[config.mk]
export PLATFORM = sky130hd
export DESIGN_NAME = external_interrupt_sense_unit
export DESIGN_NICKNAME = d
export VERILOG_FILES = /design/src/hdl/eisu_pkg.sv /design/src/hdl/eisu_core.sv /design/src/hdl/external_interrupt_sense_unit.sv
export SDC_FILE = /design/constraint.sdc
export NUM_CORES = 1
export LEC_CHECK = 0
export BUFFER_PORTS_ARGS = -buffer_cell sky130_fd_sc_hd__buf_2
export CAP_MARGIN = 10
export CELL_PAD_IN_SITES_DETAIL_PLACEMENT = 0
export CELL_PAD_IN_SITES_GLOBAL_PLACEMENT = 1
export CORE_MARGIN = 3
export CORE_UTILIZATION = 40
export DETAILED_ROUTE_END_ITERATION = 8
export PLACE_DENSITY = 0.76
export SETUP_SLACK_MARGIN = 0.5
export SLEW_MARGIN = 10
export SYNTH_ARGS = -nofsm -noshare
export SYNTH_HDL_FRONTEND = slang
export SYNTH_SLANG_ARGS = --single-unit
[constraint.sdc]
create_clock -name i_clk -period 2.15 [get_ports i_clk]
set_input_delay 0.1075 -clock i_clk [delete_from_list [all_inputs] [get_ports i_clk]]
set_output_delay 0.1075 -clock i_clk [all_outputs]
set_load 0.005 [all_outputs]
[src/hdl/eisu_pkg.sv]
`default_nettype none

package eisu_pkg;

    typedef enum logic [1:0] {
        KIND_TICK  = 2'd0,
        KIND_WRITE = 2'd1,
        KIND_READ  = 2'd2,
        KIND_ACK   = 2'd3
    } t_kind;

    localparam logic [7:0] ADDR_SENSE = 8'h69;
    localparam logic [7:0] ADDR_FLAGS = 8'h3C;
    localparam logic [7:0] ADDR_MASK  = 8'h3D;

    localparam logic [1:0] ACK_INT0 = 2'd1;
    localparam logic [1:0] ACK_INT1 = 2'd2;

    localparam int IN_DATA_W  = 24;
    localparam int OUT_DATA_W = 16;

    typedef struct packed {
        t_kind      kind;
        logic [7:0] address;
        logic [7:0] write_data;
        logic       pin_int0;
        logic       pin_int1;
        logic       global_enable;
        logic [1:0] ack_vector;
    } t_item;

    typedef struct packed {
        logic [7:0] read_data;
        logic       flag_int0;
        logic       flag_int1;
        logic       request_int0;
        logic       request_int1;
    } t_result;

endpackage

`default_nettype wire

[src/hdl/eisu_core.sv]
`default_nettype none

module eisu_core (
    input  wire logic             i_clk,
    input  wire logic             i_rst_n,
    input  wire logic             i_fire,
    input  wire eisu_pkg::t_item  i_item,
    output eisu_pkg::t_result     o_result
);

    typedef enum logic [1:0] {
        SENSE_LOW  = 2'd0,
        SENSE_ANY  = 2'd1,
        SENSE_FALL = 2'd2,
        SENSE_RISE = 2'd3
    } t_sense;

    logic [3:0] r_sense;
    logic [1:0] r_mask;
    logic [1:0] r_flags;
    logic [1:0] r_last;
    logic [3:0] n_sense;
    logic [1:0] n_mask;
    logic [1:0] n_flags;
    logic [1:0] n_last;
    logic [1:0] pins;
    logic [1:0] hits;
    logic [7:0] rd;
    logic [1:0] req;

    function automatic logic fires(input t_sense mode, input logic pin, input logic prev);
        logic hit;
        unique case (mode)
            SENSE_LOW:  hit = !pin;
            SENSE_ANY:  hit = pin != prev;
            SENSE_FALL: hit = !pin && prev;
            SENSE_RISE: hit = pin && !prev;
            default:    hit = 1'b0;
        endcase
        return hit;
    endfunction

    assign pins = {i_item.pin_int1, i_item.pin_int0};
    assign hits[0] = r_mask[0] && fires(t_sense'(r_sense[1:0]), pins[0], r_last[0]);
    assign hits[1] = r_mask[1] && fires(t_sense'(r_sense[3:2]), pins[1], r_last[1]);

    always_comb begin
        n_sense = r_sense;
        n_mask  = r_mask;
        n_flags = r_flags;
        n_last  = r_last;
        rd      = 8'd0;
        req     = 2'b00;
        unique case (i_item.kind)
            eisu_pkg::KIND_TICK: begin
                n_flags = r_flags | hits;
                n_last  = pins;
                if (i_item.global_enable) begin
                    req = n_flags;
                end
            end
            eisu_pkg::KIND_WRITE: begin
                priority if (i_item.address == eisu_pkg::ADDR_SENSE) begin
                    n_sense = i_item.write_data[3:0];
                end else if (i_item.address == eisu_pkg::ADDR_FLAGS) begin
                    n_flags = i_item.write_data[1:0];
                end else if (i_item.address == eisu_pkg::ADDR_MASK) begin
                    n_mask = i_item.write_data[1:0];
                end
            end
            eisu_pkg::KIND_READ: begin
                priority if (i_item.address == eisu_pkg::ADDR_SENSE) begin
                    rd = {4'd0, r_sense};
                end else if (i_item.address == eisu_pkg::ADDR_FLAGS) begin
                    rd = {6'd0, r_flags};
                end else if (i_item.address == eisu_pkg::ADDR_MASK) begin
                    rd = {6'd0, r_mask};
                end
            end
            eisu_pkg::KIND_ACK: begin
                if (i_item.ack_vector == eisu_pkg::ACK_INT0) begin
                    n_flags[0] = 1'b0;
                end else if (i_item.ack_vector == eisu_pkg::ACK_INT1) begin
                    n_flags[1] = 1'b0;
                end
            end
            default: begin
            end
        endcase
    end

    always_ff @(posedge i_clk) begin
        if (!i_rst_n) begin
            r_sense <= 4'd0;
            r_mask  <= 2'd0;
            r_flags <= 2'd0;
            r_last  <= 2'd0;
        end else if (i_fire) begin
            r_sense <= n_sense;
            r_mask  <= n_mask;
            r_flags <= n_flags;
            r_last  <= n_last;
        end
    end

    assign o_result.read_data    = rd;
    assign o_result.flag_int0    = n_flags[0];
    assign o_result.flag_int1    = n_flags[1];
    assign o_result.request_int0 = req[0];
    assign o_result.request_int1 = req[1];

endmodule

`default_nettype wire

[src/hdl/external_interrupt_sense_unit.sv]
// Channel   Dir  Signals                        Beat contents
// s_axis    in   tvalid tready tdata[23:0] tuser[1:0]   tick, bus access or acknowledge
// m_axis    out  tvalid tready tdata[15:0]              read data, flags, requests
//
// Each beat passes from acceptance through the input register and then the result register,
// with the state update done between them.
// A new beat is accepted every cycle while results are taken; the rate is one per cycle.
// A stalled result holds while one more input beat waits in the input register.
// Reset is synchronous and clears both valid bits and all interrupt state.
`default_nettype none

module external_interrupt_sense_unit (
    input  wire logic        i_clk,
    input  wire logic        i_rst_n,
    input  wire logic        s_axis_tvalid,
    output logic             s_axis_tready,
    // address[7:0], write_data[15:8], pin_int0[16], pin_int1[17],
    // global_enable[18], ack_vector[20:19], zero[23:21]
    input  wire logic [23:0] s_axis_tdata,
    // kind[1:0]
    input  wire logic [1:0]  s_axis_tuser,
    output logic             m_axis_tvalid,
    input  wire logic        m_axis_tready,
    // read_data[7:0], flag_int0[8], flag_int1[9], request_int0[10],
    // request_int1[11], zero[15:12]
    output logic [15:0]      m_axis_tdata
);

    logic              r_in_valid;
    eisu_pkg::t_item   r_item;
    logic              r_out_valid;
    eisu_pkg::t_result r_result;
    eisu_pkg::t_result result;
    logic              advance;

    assign advance       = !r_out_valid || m_axis_tready;
    assign s_axis_tready = !r_in_valid || advance;

    always_ff @(posedge i_clk) begin
        if (!i_rst_n) begin
            r_in_valid <= 1'b0;
        end else if (s_axis_tready) begin
            r_in_valid <= s_axis_tvalid;
        end
        if (s_axis_tready && s_axis_tvalid) begin
            r_item.kind          <= eisu_pkg::t_kind'(s_axis_tuser);
            r_item.address       <= s_axis_tdata[7:0];
            r_item.write_data    <= s_axis_tdata[15:8];
            r_item.pin_int0      <= s_axis_tdata[16];
            r_item.pin_int1      <= s_axis_tdata[17];
            r_item.global_enable <= s_axis_tdata[18];
            r_item.ack_vector    <= s_axis_tdata[20:19];
        end
    end

    eisu_core u_core (
        .i_clk    (i_clk),
        .i_rst_n  (i_rst_n),
        .i_fire   (r_in_valid && advance),
        .i_item   (r_item),
        .o_result (result)
    );

    always_ff @(posedge i_clk) begin
        if (!i_rst_n) begin
            r_out_valid <= 1'b0;
        end else if (advance) begin
            r_out_valid <= r_in_valid;
        end
        if (advance && r_in_valid) begin
            r_result <= result;
        end
    end

    assign m_axis_tvalid = r_out_valid;
    assign m_axis_tdata  = {4'd0, r_result.request_int1, r_result.request_int0,
                            r_result.flag_int1, r_result.flag_int0, r_result.read_data};

endmodule

`default_nettype wire

==> results of run 1 <==
==> registers in the layout, indices dropped and copies added (netlist names) <==
register,cells
m_axis_tdata,8
m_axis_tvalid,1
r_in_valid,1
r_item,19
u_core.r_flags,2
u_core.r_last,2
u_core.r_mask,2
u_core.r_sense,4
==> worst register-to-register path: stages, from the launching register on <==
cell and delay (ns):
edfxtp_1 0.41, inv_2 0.07, ha_4 0.26, inv_2 0.02
mux4_2 0.48, nand2_2 0.09, o221a_4 0.19, o21ai_2 0.06
==> repair_timing <==
item | 4_1_cts | 5_1_grt
endpoints found under the setup margin | 6 | 25
gates resized for setup | 2 | 13
hold buffers | 19 | 0
endpoints found under the hold margin | 19 | 0
pin swaps | 1 | 3
setup buffers | 4 | 1
==> kinds of logic after synthesis <==
kind of cell	share of synthesized area [%]
buffers and inverters	5.862
AND/OR/NAND/NOR	17.51
other	0.2117
adder cells (fa/ha/maj)	2.825
flip-flops	59.32
AO/OA/AOI/OAI	7.203
multiplexers	7.062
==> routing by layer <==
layer	vias up	global-route usage [%]	part of all wire, %
li1	602	-	-
met1	589	16.28	42
met2	42	22.65	51
met3	4	4.017	5.3
met4	0	4.918	1.4
met5	-	0	0
==> path summary, 6_finish.rpt <==
| path | slack, ns | end | depth (start not counted) |
|---|---|---|---|
| setup / recovery | 0.32 | m_axis_tdata[9] | 7 |
| hold / removal | 0.08 | r_in_valid | 3 |
| setup reg to reg | 0.32 | m_axis_tdata[9] | 7 |
| hold reg to reg | 0.51 | u_core.r_sense[2] | 2 |
==> area by class of cell <==
class | count | area [um^2]
clock buffer | 6 | 82.58
clock inverter | 2 | 35.03
fill | 363 | 1788
inverter | 8 | 30.03
multi-input combinational | 89 | 706.9
sequential | 39 | 1051
tap | 50 | 62.56
timing repair buffer | 56 | 387.9
==> power breakdown <==
part / switching, mW / internal (mW)
sequential: 0.0233 / 0.836
combinational: 0.0545 / 0.0714
clock: 0.243 / 0.375
total: 0.321 / 1.28
==> Yosys cell counts (2+ instances only) <==
| cell type | number | share of area [%] |
|---|---|---|
| a21oi_1 | 3 | 0.85 |
| a22o_1 | 2 | 0.99 |
| a22oi_1 | 2 | 0.85 |
| and2_1 | 2 | 0.71 |
| and3_1 | 2 | 0.71 |
| buf_2 | 2 | 0.56 |
| buf_4 | 8 | 3.4 |
| dfxtp_1 | 12 | 14 |
| edfxtp_1 | 27 | 46 |
| ha_1 | 4 | 2.8 |
| inv_1 | 8 | 1.7 |
| mux2i_1 | 8 | 4.5 |
| mux4_2 | 2 | 2.5 |
| nand2_1 | 16 | 3.4 |
| nor2_1 | 6 | 1.3 |
| nor2b_1 | 10 | 3.5 |
| o211ai_1 | 2 | 0.85 |
| o21ai_1 | 4 | 1.1 |
| o221a_2 | 2 | 1.3 |
==> run_results.csv, run 1 <==
group,metric,value,unit
worst_setup_path,cp-end-kind,"flip-flop",
clock_network,cts_max_level,2,
timing,finalHoldViolCount,0,
yosys,seq_area_frac_synth,59.32,%
hold_path,worstHoldStart,"s_axis_tvalid",
drt,viasPerCell,4.948,
worst_setup_path,critPathKind,"reg -> reg",
pwr,p_total,1.604,mW
timing,drv_slew,0,
timing,fmaxAchievable,545.4,MHz
timing,setup_viol,0,
final_layout,finalInstanceArea,2356,um^2
yosys,synth_warnings,0,
pwr,irDropWorstVdd,0.5833,mV
yosys,yosys_most_used_dff,"edfxtp_1",
floorplan,initial_core_util,42.75,%
worst_setup_path,start_kind,"flip-flop",
floorplan,rows,23,
timing,setup_ws,0.3163,ns
worst_setup_path,path_buf_inv,2,
hold_path,hp-class,"in -> reg",
floorplan,core,4144,um^2
yosys,synth-seq-cells,39,
grt,grt_usage,13.47,%
yosys,syn_area,1772,um^2
worst_setup_path,worstPathArrival,1.85,ns
pwr,leakagePower,0.9393,nW
timing,finalCriticalPeriod,1.834,ns
worst_setup_path,critical-path-max-stage-delay,0.48,ns
clock_network,clk_pin_slew,0.08,ns
worst_setup_path,crit_slowest_cell,"mux4_2",
yosys,synth.avg_cell_area,12.65,um^2
placed_design,dpl_worst_slack,0.3128,ns
placed_design,portBuffers,32,
floorplan,ioPinCount,48,
floorplan,dieArea,5264,um^2
grt,grt_overflow,0,
run_status,status,"finished clean",
placed_design,place.gp.congestion,0.8066,
drt,drt_first_pass_iters,4,
floorplan,die-width,72.55,um
timing,rsz0062_at_grt,"yes",
run,cap_violations,0,
worst_setup_path,startpoint,"r_item[3]",
drt,post_drt_wl_per_cell,13.49,um
timing,worst_hold_slack,0.07936,ns
worst_setup_path,crit_required,2.17,ns
grt,grt_pass1_wl,5.464,mm
drt,totalWireLength,3.372,mm
final_layout,final_cell_mix,"buf_2, edfxtp_1, dlygate4sd3_1, nand2_1, dfxtp_1",
yosys,yosysUniqueCellTypes,37,
placed_design,placed_area,1947,um^2
floorplan,chipHeight,72.55,um
grt,grt_max_degree,20,
placed_design,dp.cells,218,
final_layout,nets,233,
drt,drc_errors,0,
grt,grt_pass1_vias,1200,
final_layout,utilization,56.85,%
drt,route.vias.total,1237,
clock_network,cts_tree,"yes",
placed_design,dp_hpwl,2.355,mm
final_layout,final_common_cell,"buf_2",
yosys,synth_edf_count,27,
final_layout,area.growth.synth_to_final,32.98,%
clock_network,clockBufferDepth,2,
clock_network,clock_sinks,39,
final_layout,fin_cells,250,
worst_setup_path,r2r_start,"r_item[3]",
worst_setup_path,critical_path.most_common_cell,"inv_2",
clock_network,clk_latency,0.28,ns
timing,period_share,85.29,%
clock_network,ctsRootBufferMaster,"clkbuf_8",
yosys,synth_cells,140,
drt,drt_iter0_drc,60,
final_layout,n_antenna_cell,0,
grt,antenna_found_initial,0,
clock_network,cts_buffers,5,
drt,postRouteAntennaNets,0,
worst_setup_path,crit_path_max_fanout,3,
timing,setup-tns-final,0,ns
worst_setup_path,cp_top_family,"multiplexers",
timing,clock-skew-final,0.007479,ns
final_layout,drive_gt1_share,35.00,%
pwr,p_per_area,680.7,nW/um^2
yosys,async_flop_share,0,%
worst_setup_path,crit_chain,"inv_2, ha_4, inv_2, mux4_2, nand2_2, o221a_4, o21ai_2",
No activity file was read; power rests on OpenSTA's default activity.
==> run 2, diff against run 1 <==
--- a/config.mk
+++ b/config.mk
@@ -9,12 +9,13 @@
 export CAP_MARGIN = 10
 export CELL_PAD_IN_SITES_DETAIL_PLACEMENT = 0
 export CELL_PAD_IN_SITES_GLOBAL_PLACEMENT = 1
-export CORE_MARGIN = 3
-export CORE_UTILIZATION = 40
+export CORE_MARGIN = 2
+export CORE_UTILIZATION = 43
 export DETAILED_ROUTE_END_ITERATION = 8
-export PLACE_DENSITY = 0.76
+export PLACE_DENSITY = 0.78
 export SETUP_SLACK_MARGIN = 0.5
 export SLEW_MARGIN = 10
 export SYNTH_ARGS = -nofsm -noshare
 export SYNTH_HDL_FRONTEND = slang
+export SYNTH_HIERARCHICAL = 1
 export SYNTH_SLANG_ARGS = --single-unit
==> run 2 against run 1 <==
Effect of this change: final area increased by 6.3%; area after synthesis up 8.4%; clock skew down 0.0013 ns; first-iteration DRC count is 10% lower; core utilization grew 1.1 points.
==> run_results.csv, run 2 <==
group,metric,value,unit
clock_network,cts_tree,"yes",
clock_network,cts_max_level,2,
hold_path,worstHoldStart,"s_axis_tvalid",
grt,grt_overflow,0,
placed_design,dp_hpwl,2.382,mm
floorplan,ioPinCount,48,
worst_setup_path,cp_top_family,"simple AND/OR/NAND/NOR gates",
final_layout,final_cell_mix,"buf_2, edfxtp_1, dlygate4sd3_1, nand2_1, dfxtp_1",
pwr,p_total,1.705,mW
drt,viasPerCell,4.992,
pwr,swShare,20.94,%
yosys,synth_cells,146,
drt,postRouteAntennaNets,0,
worst_setup_path,worstPathArrival,1.74,ns
final_layout,final_common_cell,"buf_2",
pwr,irDropWorstVdd,0.4950,mV
final_layout,utilization,57.93,%
clock_network,cts_buffers,5,
final_layout,area.growth.synth_to_final,30.42,%
clock_network,clockBufferDepth,2,
pwr,leakagePower,1.072,nW
timing,setup-tns-final,0,ns
floorplan,initial_core_util,44.42,%
worst_setup_path,reg2reg_depth,4,
timing,drv_slew,0,
grt,antenna_found_initial,0,
clock_network,clk_pin_slew,0.08,ns
grt,grt_max_degree,18,
floorplan,rows,24,
grt,grt_pass1_vias,1333,
run,cap_violations,0,
yosys,synth_warnings,6,
floorplan,die-width,70.83,um
worst_setup_path,startpoint,"r_item[19]",
clock_network,clk_latency,0.29,ns
pwr,p_int,1.348,mW
drt,totalWireLength,3.591,mm
final_layout,seq_area,1171,um^2
timing,setup_ws,0.5686,ns
grt,met2_usage,28.04,%
drt,drt_iter0_drc,54,
placed_design,dpl_worst_slack,0.3867,ns
final_layout,multi_input_area,719.4,um^2
drt,post_drt_wl_per_cell,13.55,um
yosys,synth.avg_cell_area,13.15,um^2
pwr,switchingPower,0.3570,mW
timing,rsz0062_at_grt,"yes",
timing,period_share,73.56,%
hold_path,hp-class,"in -> reg",
hold_path,whs_path_depth,3,
timing,finalHoldViolCount,0,
worst_setup_path,crit_slowest_cell,"edfxtp_1",
pwr,seqPwrFrac,56.1,%
clock_network,ctsRootBufferMaster,"clkbuf_8",
worst_setup_path,cp_num_cells,4,
drt,route.vias.total,1323,
worst_setup_path,r2r_start,"r_item[19]",
worst_setup_path,critical-path-max-stage-delay,0.43,ns
grt,grtUsageMet3,3.846,%
placed_design,portBuffers,36,
worst_setup_path,crit_required,2.31,ns
final_layout,largest_reg_flops,19,
timing,clock-skew-final,0.006197,ns
worst_setup_path,cp-end-kind,"flip-flop",
final_layout,drive_gt1_share,29.58,%
final_layout,largest_register,"r_item",
worst_setup_path,start_kind,"flip-flop",
timing,finalCriticalPeriod,1.581,ns
final_layout,nets,246,
worst_setup_path,critPathKind,"reg -> reg",
run_status,status,"finished clean",
worst_setup_path,crit_chain,"nor4bb_4, and3_4, mux2_4, nand3_1",
grt,grt_usage,15.18,%
floorplan,core,4324,um^2
grt,grt_pass1_wl,5.809,mm
yosys,syn_area,1921,um^2
timing,fmaxAchievable,632.3,MHz
grt,busiest_layer,"met2",
final_layout,fillers,368,
floorplan,chipHeight,70.83,um
worst_setup_path,path_buf_inv,0,
grt,met1_usage,16.39,%
clock_network,clock_sinks,43,
final_layout,n_antenna_cell,0,
drt,drc_errors,0,
placed_design,place.gp.congestion,0.8187,
worst_setup_path,crit_path_max_fanout,4,
pwr,p_comb_share,8.1,%
drt,drt_first_pass_iters,4,
floorplan,dieArea,5017,um^2
timing,setup_viol,0,
pwr,p_per_area,680.5,nW/um^2
pwr,p_clk_share,35.8,%
## run 2: layout make-up
class | count | area share, %
tap | 52 | 2.597
timing repair buffer | 61 | 16.58
clock buffer | 5 | 2.747
clock inverter | 3 | 1.548
sequential | 43 | 46.75
multi-input combinational | 94 | 28.72
inverter | 7 | 1.049
## run 2: final timing paths
kind	end	slack [ns]
setup / recovery	m_axis_tdata[9]	0.57
hold / removal	r_in_valid	0.11
setup reg to reg	m_axis_tdata[9]	0.57
hold reg to reg	u_core/r_sense[2]	0.51
## run 2: repair_timing
item                       CTS  global route
hold endpoints to repair    19             0
resized for setup            1             3
pin swaps                    0             2
buffers inserted             1             3
setup endpoints to repair    3            11
gates cloned                 0             0
hold buffers                19             0
## run 2: stage by stage
| stage | std cells | hold slack [ns] | instance area, um^2 |
|---|---|---|---|
| global route | 265 | 0.1229 | 2505 |
| global placement | 234 | 0.2839 | 2155 |
| CTS | 262 | 0.1004 | 2466 |
| detailed placement | 234 | 0.2856 | 2155 |
| finish | 265 | 0.1095 | 2505 |
| floorplan | 152 | 0.2064 | 1954 |
## run 2: power by group through the flow
| stage | Sequential (mW) | Clock, mW | Combinational (mW) |
|---|---|---|---|
| 6_report | 0.956 | 0.611 | 0.138 |
| 5_1_grt | 0.959 | 0.654 | 0.153 |
| 4_1_cts | 0.956 | 0.619 | 0.132 |
| 3_5_place_dp | 0.975 | 0 | 0.103 |
| 3_3_place_gp | 0.973 | 0 | 0.0986 |
| 2_1_floorplan | 0.970 | 0 | 0.0639 |
## run 2: worst reg2reg max path: cells and delay by family, from the launching register on
kind	cells	cell delay, ns
and+or+nand+nor	3	0.71
DFF	1	0.43
muxes	1	0.31
## run 2: per-layer routing
layer | vias up | wire (um)
met3 | 4 | 160
met2 | 41 | 1961
met1 | 637 | 1418
li1 | 641 | -
met4 | 0 | 50
met5 | - | 0
